--- src/rtl/core/gpad_pkg.sv ---
// Shared types and constants of the gamepad button auto-repeat block.
// Used by every module under rtl/core; depends on nothing.
package gpad_pkg;

  // Number of buttons the block serves, and how many of them fit the 32-bit bitmaps.
  localparam int BUTTONS = 32;
  localparam int MAP_W   = 32;
  localparam int LANES   = (BUTTONS < MAP_W) ? BUTTONS : MAP_W;

  // Hold counter and configuration register width.
  localparam int CNT_W = 16;
  localparam logic [CNT_W-1:0] HOLD_MAX = '1;

  // One remainder step per hold counter bit.
  localparam int STEPS  = CNT_W;
  localparam int STEP_W = $clog2(STEPS);

  // Buttons at or above LANES never show up in any bitmap.
  localparam logic [MAP_W-1:0] ACTIVE_MASK =
      (LANES >= MAP_W) ? {MAP_W{1'b1}} : MAP_W'((64'd1 << LANES) - 64'd1);

  // Configuration port.
  localparam int CFG_IDX_W = 8;

  typedef enum logic [CFG_IDX_W-1:0] {
    CFG_HOLD_FRAMES   = 8'd0,
    CFG_REPEAT_PERIOD = 8'd1
  } cfg_idx_e;

  // Sequencer states.
  typedef enum logic [1:0] {
    ST_IDLE,
    ST_DIV,
    ST_MERGE
  } seq_state_e;

  // Controls from the sequencer to the lanes and the merge stage.
  typedef struct packed {
    logic load;   // a frame beat is accepted this cycle
    logic step;   // one remainder step in every lane
    logic merge;  // combine the lane results into the output register
  } gpad_ctl_t;

  // Status from the merge stage back to the sequencer.
  typedef struct packed {
    logic out_free;  // the output register can take a result this cycle
  } gpad_sts_t;

endpackage

--- src/rtl/core/gpad_merge.sv ---
// Merge stage: previous-frame levels, lane results and the output register.
// Depends on gpad_pkg for widths and the control/status structs.
module gpad_merge (
  input  logic                       clk_i,
  input  logic                       rst_ni,
  input  gpad_pkg::gpad_ctl_t        ctl_i,
  input  logic [gpad_pkg::MAP_W-1:0] cur_i,
  input  logic [gpad_pkg::MAP_W-1:0] hit_i,
  output logic [gpad_pkg::MAP_W-1:0] last_o,
  output gpad_pkg::gpad_sts_t        sts_o,
  output logic                       out_valid_o,
  input  logic                       out_ready_i,
  output logic [gpad_pkg::MAP_W-1:0] levels_o,
  output logic [gpad_pkg::MAP_W-1:0] new_press_o,
  output logic [gpad_pkg::MAP_W-1:0] repeat_press_o
);

  logic [gpad_pkg::MAP_W-1:0] cur_q;
  logic [gpad_pkg::MAP_W-1:0] last_q, last_d;
  logic                       valid_q, valid_d;
  logic [gpad_pkg::MAP_W-1:0] levels_q, new_q, rep_q;

  assign sts_o.out_free = !valid_q || out_ready_i;

  // Output valid holds until the beat is taken.
  always_comb begin
    last_d  = last_q;
    valid_d = valid_q;
    if (ctl_i.merge) begin
      last_d  = cur_q;
      valid_d = 1'b1;
    end else if (out_ready_i) begin
      valid_d = 1'b0;
    end
  end

  always_ff @(posedge clk_i or negedge rst_ni) begin
    if (!rst_ni) begin
      last_q  <= '0;
      valid_q <= 1'b0;
    end else begin
      last_q  <= last_d;
      valid_q <= valid_d;
    end
  end

  // Frame capture and result bitmaps; a lane hit hides the previous level.
  always_ff @(posedge clk_i) begin
    if (ctl_i.load) begin
      cur_q <= cur_i & gpad_pkg::ACTIVE_MASK;
    end
    if (ctl_i.merge) begin
      levels_q <= cur_q;
      new_q    <= cur_q & ~last_q;
      rep_q    <= cur_q & (~last_q | hit_i);
    end
  end

  assign last_o         = last_q;
  assign out_valid_o    = valid_q;
  assign levels_o       = levels_q;
  assign new_press_o    = new_q;
  assign repeat_press_o = rep_q;

endmodule

--- config.mk ---
export PLATFORM = sky130hd
export DESIGN_NAME = gpad_merge
export DESIGN_NICKNAME = d
export VERILOG_FILES = /design/src/rtl/core/gpad_pkg.sv /design/src/rtl/core/gpad_merge.sv
export SDC_FILE = /design/constraint.sdc
export NUM_CORES = 1
export LEC_CHECK = 0
export ABC_AREA = 0
export BUFFER_PORTS_ARGS = -buffer_cell sky130_fd_sc_hd__buf_4
export CORE_AREA = 4 4 123 172
export CTS_CLUSTER_SIZE = 10
export DETAILED_ROUTE_END_ITERATION = 16
export DIE_AREA = 0 0 127 176
export HOLD_SLACK_MARGIN = 0.06
export PLACE_DENSITY = 0.51
export RECOVER_POWER = 25
export SYNTH_ARGS = -nofsm -noshare
export SYNTH_HDL_FRONTEND = slang
export SYNTH_SLANG_ARGS = --single-unit
--- constraint.sdc ---
create_clock -name clk_i -period 2 [get_ports clk_i]
set_clock_uncertainty 0.1 [all_clocks]
set_input_delay 0.1 -clock clk_i [delete_from_list [all_inputs] [get_ports clk_i]]
set_output_delay 0.1 -clock clk_i [all_outputs]
set_load 0.02 [all_outputs]
==> impl_metrics.yaml <==
min_path:
  hold_path_class: "in2reg"
sta:
  maxSlewHeadroom: 0.284
  finalHoldViolations: 0
  fin_crit_ps: 1470
  setup_tns_ps: 0
  period_share: 0.733
  slew_violations: 0
  setup_violations: 0
  setup_slack_ps: 533
  fmax_ghz: 0.682
  tightestPinTransition_ps: 1070
  rsz0062_at_grt: "false"
finish:
  area_delta_synth_final_pct: 52.6
  layout-drive-gt1-share: 0.447
  multi_input_area_um2: 922
  seq_area_um2: 4670
  finalNetCount: 650
  utilization: 0.448
  antennaDiodeCount: 0
  n_fill_cell: 1785
  instances_no_fill: 845
global_routing:
  grt_overflow: 0
  grt_pass1_wl_um: 19900
  antenna_found_initial: 0
  grt_pass1_vias: 3642
  grt_util_all_layers: 0.117
  grt_start_max_net_pins: 38
place:
  place.gp.congestion: 0.729
  dpl.hpwl_um: 8790
  numPortBuffers: 198
  placedCellCount: 746
  pre_cts_ws_ps: 655
detailed_routing:
  drc: 0
  drtIter0Drc: 142
  routed_wl_um: 12800
  vias: 3444
  routedWlPerCell_um: 15.1
  dr.pass1.iters: 4
  vias_per_cell: 4.08
  antenna_left: 0
synthesis:
  ys_warn_count: 0
  seq_area_frac_synth: 0.807
  synth_area_um2: 5780
  synth_area_leader_cell: "edfxtp_1"
  synthesis.instances: 295
  avgSynthCellArea_um2: 19.6
  synth_top_area_frac: 0.665
  synth_nets: 365
  synth_seq_cells: 161
  synthTopCellsByArea: "edfxtp_1 66%, dfrtp_1 14%, mux2_4 7.5%"
  ys_types: 10
die:
  initial_core_util: 0.294
  die_y_um: 176
  die_x_um: 127
  die-area_um2: 22400
  coreArea_um2: 19700
  rows: 61
  ios: 200
worst_setup_path:
  cpPeakStageDelay_ps: 550
  cp-startpoint: "ctl_i[0]"
  path_class: "in2reg"
  slowest_stage: "dlygate4sd3_1"
  r2r_end: "repeat_press_o[8]"
  worstPathCellList: "dlygate4sd3_1 > buf_6 > buf_12 > mux2_2"
  start_kind: "input pin"
  worstPathMaxFanout: 37
  worstPathArrival_ps: 1660
  cp-endpoint: "last_o[24]"
  cp-end-kind: "flop"
  r2r_start: "cur_q[8]"
  r2r_cells: 1
  crit_buf_inv: 3
  required_ps: 2190
  crit_family: "buffers and inverters"
  cp_num_cells: 4
  r2r_setup_slack_ps: 1050
power_and_ir_drop:
  switching_power_uw: 2120
  switching_share: 0.248
  clock_power_share: 0.374
  p_leak_uw: 0.00378
  vdd_drop_max_uv: 452
  p_per_area_nw_per_um2: 971
  pwr-share-seq: 0.484
  intPower_uw: 6450
  power_frac_comb: 0.142
clock_tree:
  cts_made_buffers: 17
  cts_tree: "yes"
  post-cts-setup-buffers: 0
  path_clk_slew_ps: 70
  htreeDepth: 4
  clk_latency_ps: 410
  cts_buffer_depth: 2
  cts_sinks: 161
  clock-root-buffer: "clkbuf_16"
run:
  cap_viol_max_count: 0
run_status:
  status: "finished clean"
## power groups by stage
| stage | Combinational, uW | Sequential [uW] | Clock [uW] |
|---|---|---|---|
| floorplan | 239 | 4480 | 0 |
| global placement | 1130 | 4200 | 0 |
| detailed placement | 1140 | 4220 | 0 |
| CTS | 1250 | 4150 | 3320 |
| global route | 1300 | 4190 | 3480 |
| finish | 1220 | 4150 | 3210 |
## cell usage in the layout, fill, tap and decap left out
master         synthesis  layout
inv_6                  0       5
clkbuf_4               0      32
clkinvlp_4             0       2
dfrtp_1               33      33
clkbuf_2               0       2
inv_1                 32      32
buf_12                 3       2
nor2b_1               32      32
nand2b_1               2       2
edfxtp_1             128     128
a21boi_0              32      32
clkinv_1               0       2
mux2_2                 3       3
clkinv_2               0       2
bufinv_16              0       2
clkinv_4               0       1
mux2_4                29      29
inv_8                  0       1
buf_6                  1       1
dlygate4sd3_1          0      67
buf_4                  0     166
clkbuf_16              0      17
## area by class of cell
type	count	share of cell area
sequential	161	0.529
timing repair buffer	270	0.251
multi-input combinational	98	0.104
clock buffer	17	0.0482
tap	252	0.0357
clock inverter	15	0.0177
inverter	32	0.0136
## logic make-up (layout without fill, tap and decap cells)
kind of cell	after synthesis	after routing	synth area share
and+or+nand+nor	34	34	0.0368
DFF	161	161	0.807
buffers and inverters	36	334	0.0331
AOI/OAI and AO/OA	32	32	0.0415
muxes	32	32	0.0811
## routing by layer
| layer | GRT usage | vias up | wire [um] |
|---|---|---|---|
| li1 | - | 1640 | - |
| met1 | 0.134 | 1681 | 5000 |
| met2 | 0.203 | 113 | 6800 |
| met3 | 0.0348 | 10 | 758 |
| met4 | 0.0483 | 0 | 214 |
| met5 | 0 | - | 0 |
## cells in the mapped netlist (all sizes together)
library cell	n
inv	32
edfxtp	128
dfrtp	33
nor2b	32
buf	4
a21boi	32
nand2b	2
mux2	32
## registers in the layout, indices dropped and copies added, names as in the netlist
signal,cells
cur_q,32
repeat_press_o,32
new_press_o,32
levels_o,32
last_o,32
out_valid_o,1
## through the flow
stage	power, uW	area, um2	hold slack [ps]
5_1_grt	8960	8830	293
4_1_cts	8710	8830	81.5
3_5_place_dp	5360	7580	39.5
6_report	8570	8830	313
3_3_place_gp	5330	7580	31.7
2_1_floorplan	4720	5780	-296
## timing repair
action                    4_1_cts  5_1_grt
gates resized for setup         0        0
hold endpoints to repair      127        0
hold buffers                   67        0
## worst min-delay path by stage
stage / cells after the start / start / slack [ps] / to
floorplan: 0 / rst_ni / -300 / last_o[0]
global placement: 1 / rst_ni / 30 / last_o[7]
detailed placement: 1 / rst_ni / 40 / last_o[5]
CTS: 1 / ctl_i[2] / 80 / cur_q[7]
global route: 2 / cur_i[6] / 290 / cur_q[6]
finish: 2 / cur_i[6] / 310 / cur_q[6]
Note: power is estimated with default switching activity, not from simulation.
