==> src/rtl/core/gpad_pkg.sv <==
// Shared types and constants of the gamepad button auto-repeat block.
// Used by every module under rtl/core; depends on nothing.
package gpad_pkg;

  // Number of buttons the block serves, and how many of them fit the 32-bit bitmaps.
  localparam int BUTTONS = 32;
  localparam int MAP_W   = 32;
  localparam int LANES   = (BUTTONS < MAP_W) ? BUTTONS : MAP_W;

  // Hold counter and configuration register width.
  localparam int CNT_W = 16;
  localparam logic [CNT_W-1:0] HOLD_MAX = '1;

  // One remainder step per hold counter bit.
  localparam int STEPS  = CNT_W;
  localparam int STEP_W = $clog2(STEPS);

  // Buttons at or above LANES never show up in any bitmap.
  localparam logic [MAP_W-1:0] ACTIVE_MASK =
      (LANES >= MAP_W) ? {MAP_W{1'b1}} : MAP_W'((64'd1 << LANES) - 64'd1);

  // Configuration port.
  localparam int CFG_IDX_W = 8;

  typedef enum logic [CFG_IDX_W-1:0] {
    CFG_HOLD_FRAMES   = 8'd0,
    CFG_REPEAT_PERIOD = 8'd1
  } cfg_idx_e;

  // Sequencer states.
  typedef enum logic [1:0] {
    ST_IDLE,
    ST_DIV,
    ST_MERGE
  } seq_state_e;

  // Controls from the sequencer to the lanes and the merge stage.
  typedef struct packed {
    logic load;   // a frame beat is accepted this cycle
    logic step;   // one remainder step in every lane
    logic merge;  // combine the lane results into the output register
  } gpad_ctl_t;

  // Status from the merge stage back to the sequencer.
  typedef struct packed {
    logic out_free;  // the output register can take a result this cycle
  } gpad_sts_t;

endpackage

==> src/rtl/core/gpad_lane.sv <==
// One button lane: hold counter and a bit-serial remainder unit.
// Depends on gpad_pkg for widths and the control struct.
module gpad_lane (
  input  logic                       clk_i,
  input  logic                       rst_ni,
  input  gpad_pkg::gpad_ctl_t        ctl_i,
  input  logic                       cur_i,
  input  logic                       last_i,
  input  logic [gpad_pkg::CNT_W-1:0] hold_frames_i,
  input  logic [gpad_pkg::CNT_W-1:0] repeat_period_i,
  output logic                       hit_o
);

  logic [gpad_pkg::CNT_W-1:0] hold_q, hold_d;
  logic [gpad_pkg::CNT_W-1:0] div_q, div_d;
  logic [gpad_pkg::CNT_W-1:0] rem_q, rem_d;
  logic [gpad_pkg::CNT_W:0]   trial;

  // Hold counter: counts while the button stays down, saturating at the top.
  always_comb begin
    hold_d = hold_q;
    if (ctl_i.load) begin
      if (last_i && cur_i) begin
        if (hold_q != gpad_pkg::HOLD_MAX) begin
          hold_d = hold_q + gpad_pkg::CNT_W'(1);
        end
      end else begin
        hold_d = '0;
      end
    end
  end

  // Restoring remainder of the new count by the period, one bit per step.
  assign trial = {rem_q, div_q[gpad_pkg::CNT_W-1]};

  always_comb begin
    div_d = div_q;
    rem_d = rem_q;
    if (ctl_i.load) begin
      div_d = hold_d;
      rem_d = '0;
    end else if (ctl_i.step) begin
      div_d = {div_q[gpad_pkg::CNT_W-2:0], 1'b0};
      if (trial >= {1'b0, repeat_period_i}) begin
        rem_d = gpad_pkg::CNT_W'(trial - {1'b0, repeat_period_i});
      end else begin
        rem_d = trial[gpad_pkg::CNT_W-1:0];
      end
    end
  end

  always_ff @(posedge clk_i or negedge rst_ni) begin
    if (!rst_ni) begin
      hold_q <= '0;
    end else begin
      hold_q <= hold_d;
    end
  end

  always_ff @(posedge clk_i) begin
    div_q <= div_d;
    rem_q <= rem_d;
  end

  // Past the threshold and on a repeat frame, the button counts as freshly pressed.
  assign hit_o = (hold_q >= hold_frames_i) &&
                 ((repeat_period_i == '0) || (rem_q == '0));

endmodule

==> config.mk <==
export PLATFORM = sky130hd
export DESIGN_NAME = gpad_lane
export DESIGN_NICKNAME = d
export VERILOG_FILES = /design/src/rtl/core/gpad_pkg.sv /design/src/rtl/core/gpad_lane.sv
export SDC_FILE = /design/constraint.sdc
export NUM_CORES = 1
export LEC_CHECK = 0
export BUFFER_PORTS_ARGS = -buffer_cell sky130_fd_sc_hd__buf_2
export CAP_MARGIN = 5
export CELL_PAD_IN_SITES_DETAIL_PLACEMENT = 1
export CELL_PAD_IN_SITES_GLOBAL_PLACEMENT = 1
export CORE_MARGIN = 4
export CORE_UTILIZATION = 42
export CTS_BUF_LIST = sky130_fd_sc_hd__clkbuf_2
export DETAILED_ROUTE_END_ITERATION = 10
export PLACE_DENSITY = 0.87
export RECOVER_POWER = 25
export SLEW_MARGIN = 0
export SYNTH_ARGS = -nofsm -noshare
export SYNTH_HDL_FRONTEND = slang
export SYNTH_SLANG_ARGS = --single-unit
==> constraint.sdc <==
create_clock -name clk_i -period 2.1 [get_ports clk_i]
set_input_delay 0.21 -clock clk_i [delete_from_list [all_inputs] [get_ports clk_i]]
set_output_delay 0.21 -clock clk_i [all_outputs]
set_load 0.01 [all_outputs]
==> impl_metrics.py <==
metrics = {
    "status": {
        "status": "finished with violations",
        "violations": "negative setup slack",
    },
    "place": {
        "io_buffers": 38,
        "pre_cts_ws_ns": -0.308,
        "place_area_um2": 4710,
        "dp_cells": 655,
        "gp_congestion": 0.887,
        "hpwl_um": 10200,
    },
    "pwr": {
        "ir_worst_vdd_mv": 0.349,
        "powerDensity_nw_per_um2": 496,
        "total_power_mw": 2.78,
        "leakage_nw": 2.50,
    },
    "floorplan": {
        "io_pins": 40,
        "core_area_um2": 8810,
        "initial_core_util_pct": 43.5,
        "die_area_um2": 10700,
        "rows": 34,
        "die_h_um": 104,
        "die-width_um": 104,
    },
    "clocking": {
        "cts_tree": "built",
        "cts_max_level": 2,
        "clkSinkCount": 48,
        "ctsLongestPathBuffers": 2,
        "path_clk_slew_ns": 0.29,
        "clockRootBuffer": "clkbuf_2",
        "cts_buffers": 5,
        "clkLatencyLatePin_ns": 0.50,
    },
    "grt": {
        "grt_pass1_wl_um": 26700,
        "grt_overflow": 0,
        "grt.total_usage_pct": 31.5,
        "antenna_found_initial": 1,
        "grt_max_degree": 39,
        "grt_pass1_vias": 4790,
    },
    "route": {
        "via_per_inst": 6.85,
        "wl_per_cell_um": 30.2,
        "dr_total_vias": 4749,
        "dr.pass1.iters": 6,
        "drc": 0,
        "wl_um": 20900,
        "drt_iter0_markers": 384,
        "antenna_left": 0,
    },
    "sta": {
        "period_share_pct": 130,
        "worstMarginPinSlew_ns": 1.09,
        "whs_ns": 0.170,
        "rsz0062_at_grt": "true",
        "setup_ws_ns": -0.622,
        "setup_tns_ns": -8.34,
        "setup_viol": 40,
        "hold_viol": 0,
        "fmax_mhz": 367,
        "relSlewSlack_pct": 27.7,
        "skew_ns": 0.0521,
        "period_minus_slack_ns": 2.72,
        "slew_viol_final": 0,
    },
    "critical_path": {
        "worstPathRequired_ns": 1.89,
        "crit_slowest_cell": "nor4_1",
        "start_kind": "register",
        "r2r_slack_ns": -0.53,
        "path_class": "reg2out",
        "path_cells": "buf_4, nor4_1, nand4_1, a22o_1, a31oi_1, buf_2",
        "cp-end-kind": "output port",
        "cp.arrival_ns": 2.51,
        "slowest_delay_ns": 0.45,
        "cp_max_fo": 3,
    },
    "hold_path": {
        "hp-class": "in2reg",
    },
    "synth": {
        "synth_top_area_share_pct": 12.5,
        "postSynth.asyncResetShare_pct": 33.3,
        "syn_inst": 453,
        "yosysWarningCount": 0,
        "synth_seq_area_share_pct": 31.4,
        "synth-edff-count": 16,
        "synth_nets": 526,
        "synth.largest_area_cell": "edfxtp_1",
        "yosysMostFrequentCell": "inv_1",
        "ys_seq_elements": 48,
        "synth_common_cells": "43 x inv_1, 34 x nor2_1, 33 x ha_1",
        "synthFlopType": "edfxtp_1",
        "synth_cell_types": 61,
        "syn_area_per_cell_um2": 8.46,
        "synthesis.area_um2": 3830,
        "yosys-top-cells-area": "edfxtp_1 13%, ha_1 11%, dfrtp_1 10%, dfxtp_1 8.4%, inv_1 4.2%",
    },
    "final_layout": {
        "syn_to_final_growth_pct": 46.3,
        "multi_input_comb_area_um2": 2920,
        "stdcell_area_um2": 5600,
        "final_cells": 693,
        "fin_util_pct": 63.6,
        "seqCellArea_um2": 1210,
        "drive_above_1_share_pct": 44.3,
        "fillers": 992,
        "final_nets": 656,
    },
    "flow_run": {
        "drv_cap": 0,
    },
}
-- area by class of cell --
cell class | instances | share of cell area, %
flip-flops and latches | 48 | 21.6
multi-input cells | 338 | 52.1
repair buffers | 147 | 19.4
clock buffers | 6 | 0.536
clock inverters | 2 | 1.07
well taps | 108 | 2.41
diodes | 1 | 0.0447
inverters | 43 | 2.88
-- where the power goes --
part	internal (mW)	total [mW]	switching (mW)
clock network	0.325	0.682	0.357
logic	0.468	1.03	0.561
registers	1.02	1.07	0.0472
total	1.82	2.78	0.965
-- worst max-delay path: cells and delay by family (launching register included) --
family                 cells  cell delay, ns
DFF                        1            0.43
buffers and inverters      2            0.35
and+or+nand+nor            2            0.72
AOI/OAI and AO/OA          2            0.52
-- layer usage --
layer | vias up | part of all wire (%) | global-route usage, %
li1 | 1925 | - | -
met1 | 2305 | 36 | 35.3
met2 | 343 | 47 | 54.8
met3 | 176 | 8.3 | 7.21
met4 | 0 | 9.0 | 18.5
met5 | - | 0 | 0
-- state kept, by name (all words and copies together) (netlist names) --
| name | flops |
|---|---|
| rem_q | 16 |
| hold_q | 16 |
| div_q | 16 |
-- cell families (layout without fill, tap and decap cells) --
logic type	after synthesis	count (layout)	share of synthesized area [%]
AO/OA/AOI/OAI	129	129	22.8
XOR/XNOR	23	23	5.26
adder cells (fa/ha/maj)	34	34	11.3
buffers and inverters	68	198	7.09
flip-flops	48	48	31.4
multiplexers	16	16	4.38
other	0	1	0
AND/OR/NAND/NOR	135	136	17.9
-- what timing repair did --
item,in CTS,in global routing
gates resized for setup,64,73
gates cloned,1,1
endpoints found under the setup margin,42,42
pin swaps,37,28
setup buffers,10,19
endpoints found under the hold margin,16,0
hold buffers,1,0
-- final timing paths --
| check | startpoint | end | cells past startpoint |
|---|---|---|---|
| min in group asynchronous | rst_ni | hold_q[0] | 2 |
| max in group asynchronous | rst_ni | hold_q[10] | 2 |
| max reg2reg | div_q[15] | rem_q[12] | 11 |
| min | ctl_i[2] | rem_q[3] | 3 |
| max | rem_q[12] | hit_o | 6 |
| min reg2reg | div_q[11] | div_q[12] | 2 |
-- cell usage in the layout, fill, tap and decap left out, drive strengths merged, types with 5 or more instances in the layout --
cell    Yosys  routed
mux2i      10      10
dfrtp      16      16
mux2        6       6
nand4      13      13
a21o       11      11
dfxtp      16      16
xnor2       9       9
o31ai       7       7
inv        43      43
and3        5       5
xor2       14      14
nand3      17      17
a31oi       5       5
edfxtp     16      16
a21oi      32      32
buf         7     145
nand2b      5       5
nor3        7       7
o21ai      31      31
nand2      28      28
clkbuf     18       7
a211oi     14      14
nor4        9       9
nor2       34      34
ha         33      33
No activity file was read; power rests on OpenSTA's default activity.
