==> src/rtl/core/gpad_pkg.sv <==
// Shared types and constants of the gamepad button auto-repeat block.
// Used by every module under rtl/core; depends on nothing.
package gpad_pkg;

  // Number of buttons the block serves, and how many of them fit the 32-bit bitmaps.
  localparam int BUTTONS = 32;
  localparam int MAP_W   = 32;
  localparam int LANES   = (BUTTONS < MAP_W) ? BUTTONS : MAP_W;

  // Hold counter and configuration register width.
  localparam int CNT_W = 16;
  localparam logic [CNT_W-1:0] HOLD_MAX = '1;

  // One remainder step per hold counter bit.
  localparam int STEPS  = CNT_W;
  localparam int STEP_W = $clog2(STEPS);

  // Buttons at or above LANES never show up in any bitmap.
  localparam logic [MAP_W-1:0] ACTIVE_MASK =
      (LANES >= MAP_W) ? {MAP_W{1'b1}} : MAP_W'((64'd1 << LANES) - 64'd1);

  // Configuration port.
  localparam int CFG_IDX_W = 8;

  typedef enum logic [CFG_IDX_W-1:0] {
    CFG_HOLD_FRAMES   = 8'd0,
    CFG_REPEAT_PERIOD = 8'd1
  } cfg_idx_e;

  // Sequencer states.
  typedef enum logic [1:0] {
    ST_IDLE,
    ST_DIV,
    ST_MERGE
  } seq_state_e;

  // Controls from the sequencer to the lanes and the merge stage.
  typedef struct packed {
    logic load;   // a frame beat is accepted this cycle
    logic step;   // one remainder step in every lane
    logic merge;  // combine the lane results into the output register
  } gpad_ctl_t;

  // Status from the merge stage back to the sequencer.
  typedef struct packed {
    logic out_free;  // the output register can take a result this cycle
  } gpad_sts_t;

endpackage

==> src/rtl/core/gpad_seq.sv <==
// Frame sequencer: accept, remainder steps in all lanes, then merge.
// Depends on gpad_pkg for the state enum and the control structs.
module gpad_seq (
  input  logic                clk_i,
  input  logic                rst_ni,
  input  logic                in_valid_i,
  output logic                in_ready_o,
  input  gpad_pkg::gpad_sts_t sts_i,
  output gpad_pkg::gpad_ctl_t ctl_o
);

  gpad_pkg::seq_state_e        state_q, state_d;
  logic [gpad_pkg::STEP_W-1:0] step_q, step_d;
  logic                        last_step;

  assign last_step = (step_q == gpad_pkg::STEP_W'(gpad_pkg::STEPS - 1));

  // Next state.
  always_comb begin
    state_d = state_q;
    step_d  = step_q;
    unique case (state_q)
      gpad_pkg::ST_IDLE: begin
        step_d = '0;
        if (in_valid_i) begin
          state_d = gpad_pkg::ST_DIV;
        end
      end
      gpad_pkg::ST_DIV: begin
        step_d = step_q + gpad_pkg::STEP_W'(1);
        if (last_step) begin
          state_d = gpad_pkg::ST_MERGE;
        end
      end
      gpad_pkg::ST_MERGE: begin
        if (sts_i.out_free) begin
          state_d = gpad_pkg::ST_IDLE;
        end
      end
      default: begin
        state_d = gpad_pkg::ST_IDLE;
      end
    endcase
  end

  // Outputs.
  always_comb begin
    in_ready_o  = 1'b0;
    ctl_o.load  = 1'b0;
    ctl_o.step  = 1'b0;
    ctl_o.merge = 1'b0;
    unique case (state_q)
      gpad_pkg::ST_IDLE: begin
        in_ready_o = 1'b1;
        ctl_o.load = in_valid_i;
      end
      gpad_pkg::ST_DIV: begin
        ctl_o.step = 1'b1;
      end
      gpad_pkg::ST_MERGE: begin
        ctl_o.merge = sts_i.out_free;
      end
      default: begin
        in_ready_o = 1'b0;
      end
    endcase
  end

  always_ff @(posedge clk_i or negedge rst_ni) begin
    if (!rst_ni) begin
      state_q <= gpad_pkg::ST_IDLE;
      step_q  <= '0;
    end else begin
      state_q <= state_d;
      step_q  <= step_d;
    end
  end

endmodule

==> config.mk <==
export PLATFORM = sky130hd
export DESIGN_NAME = gpad_seq
export DESIGN_NICKNAME = d
export VERILOG_FILES = /design/src/rtl/core/gpad_pkg.sv /design/src/rtl/core/gpad_seq.sv
export SDC_FILE = /design/constraint.sdc
export NUM_CORES = 1
export LEC_CHECK = 0
export BUFFER_PORTS_ARGS = -buffer_cell sky130_fd_sc_hd__buf_2
export CORE_AREA = 2 2 39 41
export DETAILED_ROUTE_END_ITERATION = 10
export DIE_AREA = 0 0 41 43
export GPL_TIMING_DRIVEN = 0
export PLACE_DENSITY_LB_ADDON = 0.05
export SLEW_MARGIN = 30
export SYNTH_ARGS = -nofsm -noshare
export SYNTH_HDL_FRONTEND = slang
export SYNTH_SLANG_ARGS = --single-unit
==> constraint.sdc <==
create_clock -name clk_i -period 1.9 [get_ports clk_i]
set_clock_uncertainty 0.15 [all_clocks]
set_input_delay 0.38 -clock clk_i [delete_from_list [all_inputs] [get_ports clk_i]]
set_output_delay 0.38 -clock clk_i [all_outputs]
set_load 0.005 [all_outputs]
==> results of run 1 <==
-- state kept, by name, summed over array words and instances, names as in the netlist --
name     flops
step_q       4
state_q      2
-- stage by stage --
step | hold slack, ps | utilization [%]
after floorplan | -65.6 | -
after global placement | 65.1 | 26.8
after detailed placement | 65.4 | 26.8
after CTS | 188 | 29.1
after global routing | 205 | 29.1
final | 190 | 29.1
-- final cells by class --
class | count | area [um^2]
plain buffers | 1 | 11.3
clock buffers | 3 | 22.5
fillers | 158 | 981
inverters | 2 | 7.51
multi-input cells | 20 | 146
flip-flops and latches | 6 | 150
well taps | 16 | 20.0
repair buffers | 8 | 45.0
-- kinds of logic (layout without fill, tap and decap cells) --
logic type               count (synthesis)  after routing  synth area share [%]
buffers and inverters                    3             14                  5.95
AO/OA/AOI/OAI                            5              5                  15.1
flip-flops                               6              6                  47.6
adder cells (fa/ha/maj)                  1              1                  3.97
multiplexers                             2              2                  6.35
AND/OR/NAND/NOR                         12             12                  21.0
-- cell usage after synthesis --
cell,instances
o311ai_2,1
nand2b_1,2
o21ai_0,1
o22ai_1,1
dfrtp_1,6
buf_6,1
nand2b_4,1
nand2_1,2
ha_1,1
inv_1,1
nand3_1,3
inv_2,1
a22o_2,2
mux2i_1,2
and2_1,1
nor2_1,3
-- what timing repair did --
| item | in CTS | in global routing |
|---|---|---|
| hold buffers | 1 | 0 |
| endpoints found under the setup margin | 0 | 0 |
| hold endpoints to repair | 6 | 0 |
| buffers inserted | 0 | 0 |
-- cells in the final DEF, fill, tap and decap left out --
| cell | count |
|---|---|
| nor2_1 | 3 |
| nand3_1 | 3 |
| dlygate4sd3_1 | 1 |
| buf_6 | 1 |
| nand2b_1 | 2 |
| ha_1 | 1 |
| o22ai_1 | 1 |
| clkbuf_4 | 3 |
| mux2i_1 | 2 |
| a22o_2 | 2 |
| buf_2 | 7 |
| o311ai_2 | 1 |
| and2_1 | 1 |
| dfrtp_1 | 6 |
| nand2b_4 | 1 |
| o21ai_0 | 1 |
| inv_2 | 1 |
| inv_1 | 1 |
| nand2_1 | 2 |
-- worst max-delay path, cell delays in order (launching register included) --
cell and delay (ps):
dfrtp_1 460, nand2b_1 200, nor2_1 90, buf_2 120
-- per-layer routing --
layer / track usage (%) / up-vias / share of wire [%]
met5: 0 / - / 0
met4: 4.00 / 0 / 1.4
met3: 8.38 / 2 / 9.3
met2: 11.6 / 9 / 46
met1: 12.3 / 110 / 43
li1: - / 125 / -
-- path summary, 6_finish.rpt --
| check | cells past startpoint | end | slack [ps] | from |
|---|---|---|---|---|
| max | 3 | ctl_o[0] | 270 | state_q[0] |
| min | 2 | state_q[1] | 190 | sts_i |
| max reg2reg | 4 | step_q[2] | 660 | step_q[0] |
| min reg2reg | 1 | step_q[0] | 390 | step_q[0] |
| max in group asynchronous | 2 | step_q[1] | 1110 | rst_ni |
| min in group asynchronous | 2 | state_q[1] | 330 | rst_ni |
-- power by group through the flow --
stage	Clock, mW	Combinational [mW]	Sequential [mW]
finish	0.120	0.254	0.256
global route	0.133	0.292	0.266
CTS	0.124	0.259	0.255
detailed placement	0	0.255	0.257
global placement	0	0.253	0.256
floorplan	0	0.198	0.242
==> metrics.yaml, run 1 <==
outcome:
  status: "finished, final reports clean"
worst_hold_path:
  hp-class: "in2reg"
grt:
  grt_first_pass_wirelength_um: 1050
  grt_pass1_vias: 240
  global_route.usage.total_pct: 9.73
  antenna_found_initial: 0
  grt_max_degree: 10
  overflow: 0
logic_synthesis:
  syn_avg_cell_area_um2: 10.9
  synth-seq-cells: 6
  syn_area_um2: 315
  yosysWarnings: 0
  synth_top_area_share_pct: 47.6
  synth_nets: 34
  synth_area_leader_cell: "dfrtp_1"
  postSynthCellCount: 29
  synth_area_leaders: "dfrtp_1, a22o_2, mux2i_1"
  yosysUniqueCellTypes: 16
  ys_seq_area_share_pct: 47.6
floorplanning:
  num_rows: 14
  die_x_um: 41
  initial_utilization_pct: 22.8
  dieHeight_um: 43
  die_area_um2: 1760
  io_pins: 8
  core_area_um2: 1380
timing:
  tightest_slew_ps: 258
  slew_viol_final: 0
  rsz0062_at_grt: "no"
  fin_ws_ps: 268
  setup_viol: 0
  period_needed_ps: 1630
  tns_ps: 0
  hold_violations: 0
  period_share_pct: 85.9
  slew_headroom_pct: 82.8
  fmax_ghz: 0.613
placed_design:
  port_buffers: 7
  hpwl_um: 441
  dp_slack_ps: 519
  gp_congestion: 0.699
  dpl_cell_area_um2: 370
  place_inst: 52
power_and_ir_drop:
  p_leak_nw: 0.198
  p_total_mw: 0.629
  powerDensity_nw_per_um2: 1560
  p_seq_share_pct: 40.7
  intPower_mw: 0.407
  p_sw_share_pct: 35.3
  peakVddDrop_uv: 546
  switchingPower_mw: 0.222
  clkPwrFrac_pct: 19.0
  combPwrFrac_pct: 40.3
layout:
  fin_cells: 56
  nets: 47
  drive_gt1_share_pct: 40.0
  antennaDiodeCount: 0
  area_growth_pct: 27.8
  fin_area_um2: 403
cts:
  clockBufferDepth: 2
  cts_inserted_buffers: 3
  clockRootBuffer: "clkbuf_4"
  clock_latency_ps: 250
  cts_sinks: 6
  htreeDepth: 1
  tritoncts: "built"
  cts-resized-gates: 0
  clk_pin_slew_worst_paths_ps: 50
setup_path:
  worstPathArrival_ps: 1100
  crit_path_end_kind: "output port"
  startpoint_type: "register"
  criticalPathCategory: "reg2out"
  cp.required_ps: 1370
  cp_max_fo: 6
drt:
  final_antenna_net_count: 0
  drc: 0
  drtPass1Iterations: 4
  wl_per_cell_um: 10.5
  drt-initial-drc-count: 3
  viasPerCell: 4.39
  vias: 246
  finalWirelength_um: 589
flow_run:
  maxCapViolCount: 0
No activity file was read; power rests on OpenSTA's default activity.
==> inputs of run 2 (changes only) <==
--- a/config.mk
+++ b/config.mk
@@ -11,6 +11,7 @@
 export DIE_AREA = 0 0 41 43
 export GPL_TIMING_DRIVEN = 0
 export PLACE_DENSITY_LB_ADDON = 0.05
+export SETUP_SLACK_MARGIN = 0.4
 export SLEW_MARGIN = 30
 export SYNTH_ARGS = -nofsm -noshare
 export SYNTH_HDL_FRONTEND = slang
==> metrics.yaml, run 2 (same netlist as run 1, synthesis figures left out) <==
timing:
  tns_ps: 0  # unchanged
  period_share_pct: 82.6  # -3.3 points
  fmax_ghz: 0.637  # +4.0%
  period_needed_ps: 1570  # -62.4 ps
  setup_viol: 0  # unchanged
  slew_headroom_pct: 86.8  # +4.0 points
  hold_violations: 0  # unchanged
  tightest_slew_ps: 197  # -60.6 ps
  fin_ws_ps: 330  # +62.4 ps
  whs_ps: 188  # -1.70 ps
  rsz0062_at_grt: "yes"
  slew_viol_final: 0  # unchanged
floorplanning:
  io_pins: 8  # unchanged
  die_area_um2: 1760  # unchanged
  initial_utilization_pct: 22.8  # unchanged
  die_x_um: 41  # unchanged
  dieHeight_um: 43  # unchanged
  num_rows: 14  # unchanged
  core_area_um2: 1380  # unchanged
grt:
  overflow: 0  # unchanged
  antenna_found_initial: 0  # unchanged
  grt_pass1_vias: 257  # +7.1%
  grt_max_degree: 7  # -3
  global_route.usage.total_pct: 10.2  # +0.51 points
  grt_first_pass_wirelength_um: 1120  # +6.6%
layout:
  largest_register_ffs: 4  # unchanged
  final_cell_mix: "buf_2, dfrtp_1, buf_4"
  fin_cells: 60  # +7.1%
  reg_top3: "step_q (4), state_q (2)"
  layout_commonest_cell: "buf_2"
  area_growth_pct: 45.2
  largest-register: "step_q"
  nets: 51  # +8.5%
  drive_gt1_share_pct: 54.5  # +15 points
  finalCoreUtilization_pct: 33.1  # +4.0 points
  fillers: 151  # -4.4%
  antennaDiodeCount: 0  # unchanged
drt:
  drc: 0  # unchanged
  wl_per_cell_um: 10.6  # +0.46%
  finalWirelength_um: 634  # +7.6%
  viasPerCell: 4.37  # -0.60%
  drt-initial-drc-count: 4  # +1
  drtPass1Iterations: 2  # -2
  final_antenna_net_count: 0  # unchanged
  vias: 262  # +6.5%
setup_path:
  path_delay_family: "flip-flops"
  worstRegToRegCells: 5  # +1
  critPathSlowestCell: "dfrtp_2"
  max_stage_delay_ps: 460  # about the same
  cp_max_fo: 5  # -1
  path_cells: "nand2b_4 > nor2_2 > buf_2"
  crit_buf_inv: 1  # unchanged
  cp.depth: 3  # unchanged
  startpoint_type: "register"
  crit_path_end_kind: "output port"
  cp.required_ps: 1370  # about the same
  worstPathArrival_ps: 1040  # -60 ps
  criticalPathCategory: "reg2out"
power_and_ir_drop:
  peakVddDrop_uv: 531  # -2.8%
  combPwrFrac_pct: 47.7  # +7.4 points
  p_leak_nw: 0.230  # +16%
  clkPwrFrac_pct: 16.5  # -2.5 points
  switchingPower_mw: 0.245  # +11%
  p_sw_share_pct: 33.8  # -1.5 points
  powerDensity_nw_per_um2: 1590  # +1.6%
  p_seq_share_pct: 35.9  # -4.8 points
  intPower_mw: 0.481  # +18%
cts:
  clk_pin_slew_worst_paths_ps: 50  # about the same
  clock_latency_ps: 250  # about the same
  cts_inserted_buffers: 3  # unchanged
  clockRootBuffer: "clkbuf_4"
  clockBufferDepth: 2  # unchanged
  htreeDepth: 1  # unchanged
  cts_sinks: 6  # unchanged
  tritoncts: "built"
placed_design:
  place_inst: 52  # unchanged
  gp_congestion: 0.699  # unchanged
  dp_slack_ps: 519  # unchanged
  hpwl_um: 441  # unchanged
  port_buffers: 7  # unchanged
worst_hold_path:
  hp-class: "in2reg"
  hold_depth: 2  # unchanged
flow_run:
  maxCapViolCount: 0  # unchanged
outcome:
  status: "finished, final reports clean"
-- run 2: worst register-to-register path, delay by kind of cell (launching register included) --
family / cells / cell delay [ps]
and+or+nand+nor: 1 / 140
buffers and inverters: 3 / 390
AOI/OAI and AO/OA: 1 / 230
DFF: 1 / 370
-- run 2: final timing paths --
| check | start | endpoint | slack (ps) |
|---|---|---|---|
| min | sts_i | state_q[1] | 190 |
| max in group asynchronous | rst_ni | state_q[0] | 1100 |
| min reg2reg | step_q[0] | step_q[0] | 380 |
| min in group asynchronous | rst_ni | state_q[1] | 330 |
| max | state_q[0] | ctl_o[0] | 330 |
| max reg2reg | state_q[1] | step_q[3] | 520 |
-- run 2: per-stage QoR --
stage	power [mW]	area, um^2
3_3_place_gp	0.509	370
3_5_place_dp	0.513	370
2_1_floorplan	0.440	315
4_1_cts	0.691	437
5_1_grt	0.793	458
6_report	0.727	458
-- run 2: routing by layer --
layer  routed length, um  GRT usage, %  vias to the layer above  share of wire (%)
met5                   0             0                        -                  0
met2                 282          13.4                        8                 44
met1                 300          11.9                      117                 47
met3                  43          8.38                        2                6.8
li1                    -             -                      135                  -
met4                   8          4.00                        0                1.3
-- run 2: layout make-up --
type	count	area [um^2]	share of cell area (%)
Tap cell	16	20.0	4.37
Clock buffer	3	22.5	4.92
Inverter	2	7.51	1.64
Sequential cell	6	151	33.1
Multi-Input combinational cell	20	164	35.8
Buffer	1	11.3	2.46
Timing Repair Buffer	12	81.3	17.8
-- run 2: timing repair --
action | CTS | global route
resized for setup | 3 | 3
buffers inserted | 3 | 1
endpoints found under the setup margin | 4 | 4
hold buffers | 1 | 0
endpoints found under the hold margin | 6 | 0
-- run 2: power by group through the flow --
| stage | clock (mW) | sequential [mW] | combinational (mW) |
|---|---|---|---|
| after floorplan | 0 | 0.242 | 0.198 |
| after global placement | 0 | 0.256 | 0.253 |
| after detailed placement | 0 | 0.257 | 0.255 |
| after CTS | 0.124 | 0.256 | 0.311 |
| after global routing | 0.133 | 0.271 | 0.389 |
| final | 0.120 | 0.261 | 0.346 |
